`src/design/pfdt_pkg.sv`:
```
package pfdt_pkg;

   localparam int SCREEN_WIDTH  = 176;
   localparam int SCREEN_HEIGHT = 264;
   localparam int STORE_BYTES   = (SCREEN_WIDTH * SCREEN_HEIGHT + 3) / 4;
   localparam int ADDR_W        = $clog2(STORE_BYTES);
   localparam int PIX_W         = ADDR_W + 2;
   localparam int COL_W         = 8;
   localparam int ROW_W         = 9;
   localparam int SPAN_W        = 16;

   typedef enum logic [2:0] {
      OP_SET   = 3'd0,
      OP_GET   = 3'd1,
      OP_CLEAR = 3'd2,
      OP_MARK  = 3'd3,
      OP_FLUSH = 3'd4,
      OP_FULL  = 3'd5
   } op_type;

   typedef enum logic {
      REG_MAX_PARTIAL = 1'b0,
      REG_ALWAYS_FULL = 1'b1
   } reg_index_type;

   typedef struct packed {
      logic [2:0]               op;
      logic signed [SPAN_W-1:0] pos_x;
      logic signed [SPAN_W-1:0] pos_y;
      logic signed [SPAN_W-1:0] span_w;
      logic signed [SPAN_W-1:0] span_h;
      logic [1:0]               pixel_color;
   } req_type;

   typedef struct packed {
      logic [1:0]       read_color;
      logic             refresh_valid;
      logic             full_refresh;
      logic [COL_W-1:0] region_left;
      logic [ROW_W-1:0] region_top;
      logic [COL_W-1:0] region_right;
      logic [ROW_W-1:0] region_bottom;
   } rsp_type;

   typedef struct packed {
      logic              en;
      logic [ADDR_W-1:0] addr;
      logic [7:0]        data;
   } wr_type;

   typedef struct packed {
      logic             mark;
      logic             flush;
      logic             full;
      logic [COL_W-1:0] left;
      logic [ROW_W-1:0] top;
      logic [COL_W-1:0] right;
      logic [ROW_W-1:0] bottom;
   } dirty_cmd_type;

   typedef struct packed {
      logic             valid;
      logic             full;
      logic [COL_W-1:0] left;
      logic [ROW_W-1:0] top;
      logic [COL_W-1:0] right;
      logic [ROW_W-1:0] bottom;
   } refresh_type;

endpackage

```
`src/design/pfdt_dirty.sv`:
```
module pfdt_dirty (
   input  logic                   clock,
   input  logic                   reset,
   input  pfdt_pkg::dirty_cmd_type cmd,
   input  logic [7:0]             max_partial,
   input  logic                   always_full,
   output pfdt_pkg::refresh_type  refresh
);

   logic                       pending_ff, pending_in;
   logic [7:0]                 count_ff, count_in;
   logic [pfdt_pkg::COL_W-1:0] left_ff, left_in, right_ff, right_in;
   logic [pfdt_pkg::ROW_W-1:0] top_ff, top_in, bottom_ff, bottom_in;
   logic                       do_full;

   always_comb begin
      pending_in = pending_ff;
      count_in   = count_ff;
      left_in    = left_ff;
      top_in     = top_ff;
      right_in   = right_ff;
      bottom_in  = bottom_ff;
      refresh    = '0;
      do_full    = cmd.full ||
                   (cmd.flush && pending_ff && (always_full || count_ff >= max_partial));

      if (cmd.mark) begin
         pending_in = 1'b1;
         if (!pending_ff) begin
            left_in   = cmd.left;
            top_in    = cmd.top;
            right_in  = cmd.right;
            bottom_in = cmd.bottom;
         end else begin
            if (cmd.left < left_ff) left_in = cmd.left;
            if (cmd.top < top_ff) top_in = cmd.top;
            if (cmd.right > right_ff) right_in = cmd.right;
            if (cmd.bottom > bottom_ff) bottom_in = cmd.bottom;
         end
      end

      if (do_full) begin
         pending_in     = 1'b0;
         count_in       = '0;
         refresh.valid  = 1'b1;
         refresh.full   = 1'b1;
         refresh.right  = pfdt_pkg::COL_W'(pfdt_pkg::SCREEN_WIDTH - 1);
         refresh.bottom = pfdt_pkg::ROW_W'(pfdt_pkg::SCREEN_HEIGHT - 1);
      end else if (cmd.flush && pending_ff) begin
         pending_in     = 1'b0;
         count_in       = count_ff + 8'd1;
         refresh.valid  = 1'b1;
         refresh.left   = left_ff;
         refresh.top    = top_ff;
         refresh.right  = right_ff;
         refresh.bottom = bottom_ff;
      end
   end

   always_ff @(posedge clock) begin
      if (reset) begin
         pending_ff <= 1'b0;
         count_ff   <= '0;
         left_ff    <= '0;
         top_ff     <= '0;
         right_ff   <= '0;
         bottom_ff  <= '0;
      end else begin
         pending_ff <= pending_in;
         count_ff   <= count_in;
         left_ff    <= left_in;
         top_ff     <= top_in;
         right_ff   <= right_in;
         bottom_ff  <= bottom_in;
      end
   end

   // A pending box is always a proper rectangle on the screen.
   assert property (@(posedge clock) disable iff (reset)
      pending_ff |-> (left_ff <= right_ff && top_ff <= bottom_ff &&
                      right_ff < pfdt_pkg::COL_W'(pfdt_pkg::SCREEN_WIDTH) &&
                      bottom_ff < pfdt_pkg::ROW_W'(pfdt_pkg::SCREEN_HEIGHT)))
      else $error("pending dirty box is malformed");

endmodule

```
`config.mk`:
```
export PLATFORM = sky130hd
export DESIGN_NAME = pfdt_dirty
export DESIGN_NICKNAME = d
export VERILOG_FILES = /design/src/design/pfdt_pkg.sv /design/src/design/pfdt_dirty.sv
export SDC_FILE = /design/constraint.sdc
export NUM_CORES = 1
export LEC_CHECK = 0
export BUFFER_PORTS_ARGS = -buffer_cell sky130_fd_sc_hd__buf_2
export CAP_MARGIN = 0
export CELL_PAD_IN_SITES_DETAIL_PLACEMENT = 2
export CELL_PAD_IN_SITES_GLOBAL_PLACEMENT = 2
export CORE_ASPECT_RATIO = 0.5
export CORE_MARGIN = 2
export CORE_UTILIZATION = 34
export DETAILED_ROUTE_END_ITERATION = 8
export PLACE_DENSITY_LB_ADDON = 0.15
export SYNTH_ARGS = -nofsm -noshare
export SYNTH_HDL_FRONTEND = slang
export SYNTH_SLANG_ARGS = --single-unit
```
`constraint.sdc`:
```
create_clock -name clock -period 2.9 [get_ports clock]
set_input_delay 0.145 -clock clock [delete_from_list [all_inputs] [get_ports clock]]
set_output_delay 0.145 -clock clock [all_outputs]
set_load 0.05 [all_outputs]
```
* Word level (Yosys, flattened, before mapping)
Index checks and enable logic that the tools add are counted. Widths: inputs -> output; s select.
Word-level totals: RAM bits 0, flip-flop bits (word level) 43, logic and storage cells 40, ROM bits 0, latch bits 0, memories kept 0, input port bits 48
Cells by class: multipliers 0, $lt $le $gt $ge 5, add/subtract/negate cells 1, divide/modulo/power cells 0, equality and inequality tests 4, shift operators 0, mux-type cells 14, reductions and logical operators 10, bitwise operators 0
Operators with widths (count):
- $mux 9 | 4
- $mux 17 | 2
- $mux 34 | 1
- $mux 8 | 4
- $gt 9x9->1 | 1
- $lt 9x9->1 | 1
- $add 8x1->8 const B | 1
- $ge 8x8->1 | 1
- $gt 8x8->1 | 1
- $lt 8x8->1 | 1
- $ne 2x1->1 const B | 4
- $reduce_and 2->1 | 4
- $mux 1 | 3
- $reduce_or 3->1 | 1
- $logic_and 1x1->1 | 2
- $logic_or 1x1->1 | 2
- $reduce_or 2->1 | 1

* Depth between registers and ports, before layout
Gate-level depths: netlist (run 1).
word-level depth 5, gate-level depth with buffers 8, gate-level depth less buffers 7

* Least setup slack after synthesis (run 1)
OpenSTA, ideal clock, no wires.
kind register to output, start reg count_ff[0], end out refresh[13] in the netlist's numbering, slack 0.674 ns, cell stages (with the launch flop) 9, required time 2.755 ns, arrival 2.081 ns, cell sequence dfxtp_1 inv_1 ha_1 nand2b_1 a21o_1 a31oi_1 o311a_1 clkbuf_1 and2_1
RTL lines:
- start: declaration | line pfdt_dirty.sv:11 | logic [7:0] count_ff, count_in;
- start signal: assignment | line pfdt_dirty.sv:70 | count_ff <= count_in;
- end: declaration | line pfdt_dirty.sv:7 | output pfdt_pkg::refresh_type refresh

==> impl_metrics.py, run 1 <==
metrics = {
    "outcome": {
        "outcome": "complete, no violations",
    },
    "power_and_ir_drop": {
        "p_leak_nw": 1.91,
        "finalPower_mw": 1.72,
        "p_int_mw": 1.22,
        "seq_power_share": 0.379,
        "switching_power_mw": 0.505,
        "p_per_area_nw_per_um2": 442,
        "ir_drop_mv": 0.253,
        "netSwitchingFraction": 0.293,
        "combPwrFrac": 0.228,
        "p_clk_frac": 0.393,
    },
    "logic_synthesis": {
        "synth_simple_gate_area_frac": 0.253,
        "synthAdderAreaFrac": 0.160,
        "synth.yosys.seq_area_share": 0.268,
        "synth_top_family_by_area": "simple AND/OR/NAND/NOR gates",
        "postSynthAreaPerCell_um2": 8.72,
        "synth_cells": 368,
        "synth-compound-area-share": 0.107,
        "async_flop_share": 0,
        "synthFlopType": "dfxtp_1",
        "synth_edf_count": 0,
        "synth_xor_area_frac": 0.0191,
        "ys_ff_latch": 43,
        "synth_cell_types": 40,
        "synthMuxAreaShare": 0.109,
        "ys.warnings.count": 0,
        "netlist_area_um2": 3210,
        "synth_fp_nets": 457,
    },
    "global_routing": {
        "grt_pass1_vias": 3191,
        "grt_pass1_wl_um": 15700,
        "gr-total-overflow": 0,
        "use_met2": 0.368,
        "met3_usage": 0.0394,
        "grt_max_degree": 78,
        "use_met1": 0.229,
        "grt_use_total": 0.193,
        "antenna_found_initial": 0,
        "top_usage_layer": "met2",
    },
    "die": {
        "pin_count": 84,
        "start_util": 0.360,
        "die_x_um": 141,
        "core_area_um2": 8920,
        "die_h_um": 72.7,
        "die_area_um2": 10300,
        "rows": 24,
    },
    "critical_path": {
        "endpoint_kind": "output pin",
        "crit_end": "refresh[33]",
        "r2r-start": "bottom_ff[8]",
        "reg2reg_setup_slack_ns": 0.48,
        "crit_path_max_fanout": 24,
        "cp-startpoint": "count_ff[0]",
        "criticalPathCategory": "reg2out",
        "rr_worst_depth": 7,
        "crit_required_ns": 2.76,
        "cp.arrival_ns": 2.57,
        "r2r_end": "bottom_ff[2]",
        "startpoint_type": "register",
    },
    "placed_design": {
        "hpwl_um": 7080,
        "dp.cells": 555,
        "port_buffers": 83,
        "place.gp.congestion": 0.773,
    },
    "flow_run": {
        "maxCapViolations": 0,
    },
    "layout": {
        "final_cells": 563,
        "drive_gt1_frac": 0.238,
        "synthToLayoutAreaGrowth_pct": 21.5,
        "fill_cells": 1032,
        "n_antenna_cell": 0,
        "fin_nets": 534,
    },
    "timing": {
        "finalSetupViolations": 0,
        "whs_ns": 0.127,
        "finalClockSkew_ns": 0.00692,
        "rsz0062_at_grt": "no",
        "tightest_slew_ns": 1.06,
        "fin_crit_sh": 0.937,
        "hold_viol": 0,
        "relSlewSlack": 0.292,
        "slew_violations": 0,
        "period_needed_ns": 2.72,
        "setup_tns_ns": 0,
        "max_freq_mhz": 368,
    },
    "clocking": {
        "clk_pin_slew_worst_paths_ns": 0.07,
        "cts_resized": 0,
        "h-tree-depth": 2,
        "cts_tree": "done",
        "cts_sinks": 43,
        "holdBufCountCts": 0,
        "post_cts_buffers": 0,
        "clock_latency_ns": 0.29,
        "clockBufferDepth": 2,
        "ctsRootBufferMaster": "clkbuf_16",
        "numCtsBuffers": 5,
    },
    "detailed_routing": {
        "antenna_left": 0,
        "drc": 0,
        "vias_per_cell": 4.97,
        "routed_wl_um": 9190,
        "drt_first_pass_iters": 4,
        "drt_iter0_drc": 57,
        "wl_per_cell_um": 16.3,
        "vias": 2797,
    },
    "hold_path": {
        "hp-class": "in2reg",
    },
}
-- synth_stat cells, drive strengths merged, types with 4 or more instances --
cell type,instances,share of area
a2111oi,4,0.015
and2,25,0.049
nand2,7,0.0082
mux2i,35,0.11
nand3,5,0.0078
nor2,5,0.0066
a21oi,7,0.012
a21o,16,0.037
inv,43,0.050
dfxtp,43,0.27
nand2b,71,0.14
ha,41,0.16
buf,8,0.020
clkbuf,11,0.013
xor2,4,0.011
nor3,10,0.016
-- flip-flops by register name, summed over array words and instances, names as in the netlist --
| signal | cells |
|---|---|
| top_ff | 9 |
| left_ff | 8 |
| right_ff | 8 |
| count_ff | 8 |
| pending_ff | 1 |
| bottom_ff | 9 |
-- layout make-up --
| type | count | area (um^2) | share of cell area |
|---|---|---|---|
| well taps | 117 | 146 | 0.0376 |
| flip-flops and latches | 43 | 861 | 0.221 |
| clock buffers | 6 | 139 | 0.0356 |
| inverters | 43 | 161 | 0.0414 |
| repair buffers | 89 | 460 | 0.118 |
| multi-input cells | 263 | 2090 | 0.537 |
| clock inverters | 2 | 35.0 | 0.00899 |
-- power by group through the flow --
| stage | Clock, mW | Sequential, mW | Combinational (mW) |
|---|---|---|---|
| 2_1_floorplan | 0 | 0.657 | 0.274 |
| 3_3_place_gp | 0 | 0.663 | 0.368 |
| 3_5_place_dp | 0 | 0.667 | 0.392 |
| 4_1_cts | 0.707 | 0.654 | 0.399 |
| 5_1_grt | 0.727 | 0.659 | 0.443 |
| 6_report | 0.677 | 0.653 | 0.392 |
-- kinds of logic after synthesis --
family | Yosys count
muxes | 35
and+or+nand+nor | 136
DFF | 43
buffers and inverters | 62
xor gates and xnor gates | 7
AOI/OAI and AO/OA | 44
adders and majority gates | 41
-- metrics by stage --
stage | util | cell area, um^2 | setup WS [ns]
detailed placement | 0.417 | 3720 | 0.422
global placement | 0.417 | 3720 | 0.471
global route | 0.437 | 3900 | 0.0277
floorplan | - | 3210 | 0.674
CTS | 0.436 | 3890 | 0.0712
finish | 0.437 | 3900 | 0.182
-- layout by cell type, fill, tap and decap left out, types with 2 or more instances in the layout --
| master | n |
|---|---|
| buf_2 | 83 |
| nand2b_1 | 71 |
| inv_1 | 43 |
| dfxtp_1 | 43 |
| ha_1 | 41 |
| mux2i_1 | 35 |
| and2_1 | 25 |
| a21o_1 | 16 |
| nor3_1 | 10 |
| nand2_1 | 7 |
| a21oi_1 | 6 |
| buf_4 | 6 |
| nand3_1 | 5 |
| clkbuf_16 | 5 |
| nor2_1 | 4 |
| xor2_1 | 4 |
| o21ai_0 | 3 |
| nor2b_1 | 3 |
| nand4_1 | 3 |
| and4_1 | 3 |
| xnor2_1 | 3 |
| a2111oi_2 | 2 |
| a211oi_1 | 2 |
| o21a_1 | 2 |
| a221oi_1 | 2 |
| a2111oi_0 | 2 |
| and3_1 | 2 |
-- per-layer routing --
metal	up-vias	wire [um]
li1	1384	-
met1	1360	4140
met2	51	4700
met3	2	328
met4	0	21
met5	-	0
-- how the worst min path moves through the flow --
| stage | startpoint | end | slack, ns | cells after the start |
|---|---|---|---|---|
| 2_1_floorplan | cmd[0] | bottom_ff[0] | 0.30 | 2 |
| 3_3_place_gp | cmd[27] | left_ff[1] | 0.42 | 3 |
| 3_5_place_dp | cmd[12] | right_ff[3] | 0.44 | 3 |
| 4_1_cts | cmd[12] | right_ff[3] | 0.12 | 3 |
| 5_1_grt | cmd[12] | right_ff[3] | 0.13 | 3 |
| 6_report | cmd[12] | right_ff[3] | 0.13 | 3 |
-- critical path, stage by stage, from the launching register on --
cell	delay, ns
dfxtp_1	0.37
inv_1	0.10
ha_1	0.28
nand2b_1	0.15
a21o_1	0.19
a31oi_2	0.24
o311a_1	0.21
buf_4	0.25
and2_1	0.20
buf_2	0.27
(Power assumes the default switching activity.)
==> run 2, diff against run 1 <==
Settings changed: GPL_TIMING_DRIVEN set to 0.
==> impl_metrics.py, run 2 (same netlist as run 1, synthesis figures left out) <==
metrics = {
    "outcome": {
        "outcome": "complete, no violations",
    },
    "timing": {
        "finalClockSkew_ns": 0.00740,
        "finalSetupViolations": 0,
        "rsz0062_at_grt": "no",
        "max_freq_mhz": 367,
        "setup_tns_ns": 0,
        "setup_ws_ns": 0.177,
        "hold_viol": 0,
        "period_needed_ns": 2.72,
        "slew_violations": 0,
        "fin_crit_sh": 0.939,
        "tightest_slew_ns": 0.693,
        "relSlewSlack": 0.538,
    },
    "clocking": {
        "cts_tree": "done",
        "clock_latency_ns": 0.29,
        "clk_pin_slew_worst_paths_ns": 0.07,
        "post_cts_buffers": 0,
        "holdBufCountCts": 0,
        "cts_sinks": 43,
        "ctsRootBufferMaster": "clkbuf_16",
        "clockBufferDepth": 2,
        "h-tree-depth": 2,
        "numCtsBuffers": 5,
    },
    "layout": {
        "final_cells": 576,
        "top_regs": "bottom_ff x9, top_ff x9",
        "drive_gt1_frac": 0.234,
        "final_cell_mix": "71 x nand2b_1, 69 x buf_2, 43 x inv_1, 43 x dfxtp_1, 41 x ha_1",
        "fin_nets": 546,
        "fill_cells": 1008,
        "synthToLayoutAreaGrowth_pct": 23.8,
        "final_common_cell": "nand2b_1",
    },
    "critical_path": {
        "startpoint_type": "register",
        "reg2reg_setup_slack_ns": 0.71,
        "crit_required_ns": 2.76,
        "endpoint_kind": "output pin",
        "cp.arrival_ns": 2.58,
        "cp-startpoint": "count_ff[0]",
        "rr_worst_depth": 7,
        "r2r_end": "left_ff[0]",
        "criticalPathCategory": "reg2out",
        "crit_path_max_fanout": 10,
        "r2r-start": "left_ff[6]",
    },
    "detailed_routing": {
        "wl_per_cell_um": 17.3,
        "routed_wl_um": 9940,
        "drc": 0,
        "drt_first_pass_iters": 4,
        "vias": 2875,
        "drt_iter0_drc": 59,
        "antenna_left": 0,
        "vias_per_cell": 4.99,
    },
    "die": {
        "rows": 24,
        "start_util": 0.360,
        "die_x_um": 141,
        "die_h_um": 72.7,
        "die_area_um2": 10300,
        "core_area_um2": 8920,
        "pin_count": 84,
    },
    "global_routing": {
        "gr-total-overflow": 0,
        "grt_max_degree": 13,
        "grt_pass1_wl_um": 16800,
        "grt_use_total": 0.211,
        "antenna_found_initial": 0,
        "grt_pass1_vias": 3274,
    },
    "placed_design": {
        "dp.cells": 567,
        "place_ws_ns": 0.0533,
        "place.gp.congestion": 0.822,
        "hpwl_um": 7930,
        "port_buffers": 82,
    },
    "power_and_ir_drop": {
        "p_leak_nw": 1.92,
        "ir_drop_mv": 0.199,
        "p_per_area_nw_per_um2": 410,
        "finalPower_mw": 1.63,
    },
    "flow_run": {
        "maxCapViolations": 0,
    },
    "hold_path": {
        "holdPathEnd": "bottom_ff[0]",
        "min-delay-start": "cmd[0]",
        "hp-class": "in2reg",
        "whs_path_depth": 3,
    },
}
-- run 2: changes by cell type in the layout (fill, tap and decap cells not counted), sizes merged --
cell and delta:
clkbuf +28, buf -15, bufinv -1, diode +1
-- run 2: how the worst max path moves through the flow --
stage                             end  slack, ns  cells past startpoint
final                     refresh[30]       0.18                      9
after global routing       refresh[7]      0.003                      9
after CTS                  refresh[7]       0.08                      9
after detailed placement   refresh[7]       0.05                      9
after global placement     refresh[7]       0.15                      9
after floorplan           refresh[13]       0.67                      8
-- run 2: layout make-up --
| cell class | instances | area, um^2 | share of cell area |
|---|---|---|---|
| Antenna cell | 1 | 2.50 | 0.000630 |
| Buffer | 19 | 113 | 0.0284 |
| Clock buffer | 7 | 133 | 0.0334 |
| Clock inverter | 1 | 5.00 | 0.00126 |
| Inverter | 43 | 161 | 0.0407 |
| Multi-Input combinational cell | 263 | 2100 | 0.529 |
| Sequential cell | 43 | 861 | 0.217 |
| Tap cell | 117 | 146 | 0.0369 |
| Timing Repair Buffer | 82 | 450 | 0.113 |
-- run 2: critical path: stages, from the launching register on --
cell and delay, ns:
dfxtp_1 0.37, inv_1 0.10, ha_1 0.27, nand2b_1 0.14
a21o_1 0.19, a31oi_2 0.30, o311a_4 0.31, clkbuf_4 0.22
and2_1 0.15, clkbuf_4 0.23
-- run 2: layer usage --
layer,GRT usage,part of all wire
met1,0.259,0.47
met2,0.388,0.49
met4,0.0478,0.012
met5,0,0
met3,0.0407,0.034
-- run 2: power breakdown --
part	total, mW	internal, mW	leakage, nW	switching, mW
combinational	0.404	0.166	1.49	0.238
sequential	0.655	0.626	0.353	0.0288
clock	0.569	0.319	0.0679	0.249
-- run 2: through the flow --
step            util  hold WS (ns)  instance area (um^2)
5_1_grt        0.445         0.132                  3970
2_1_floorplan      -         0.300                  3210
3_3_place_gp   0.422         0.419                  3760
4_1_cts        0.440         0.118                  3920
3_5_place_dp   0.422         0.437                  3760
6_report       0.445         0.125                  3970
-- run 2: what timing repair did --
| action | CTS | global route |
|---|---|---|
| setup endpoints to repair | 20 | 20 |
| pin swaps | 0 | 0 |
| resized for setup | 4 | 20 |
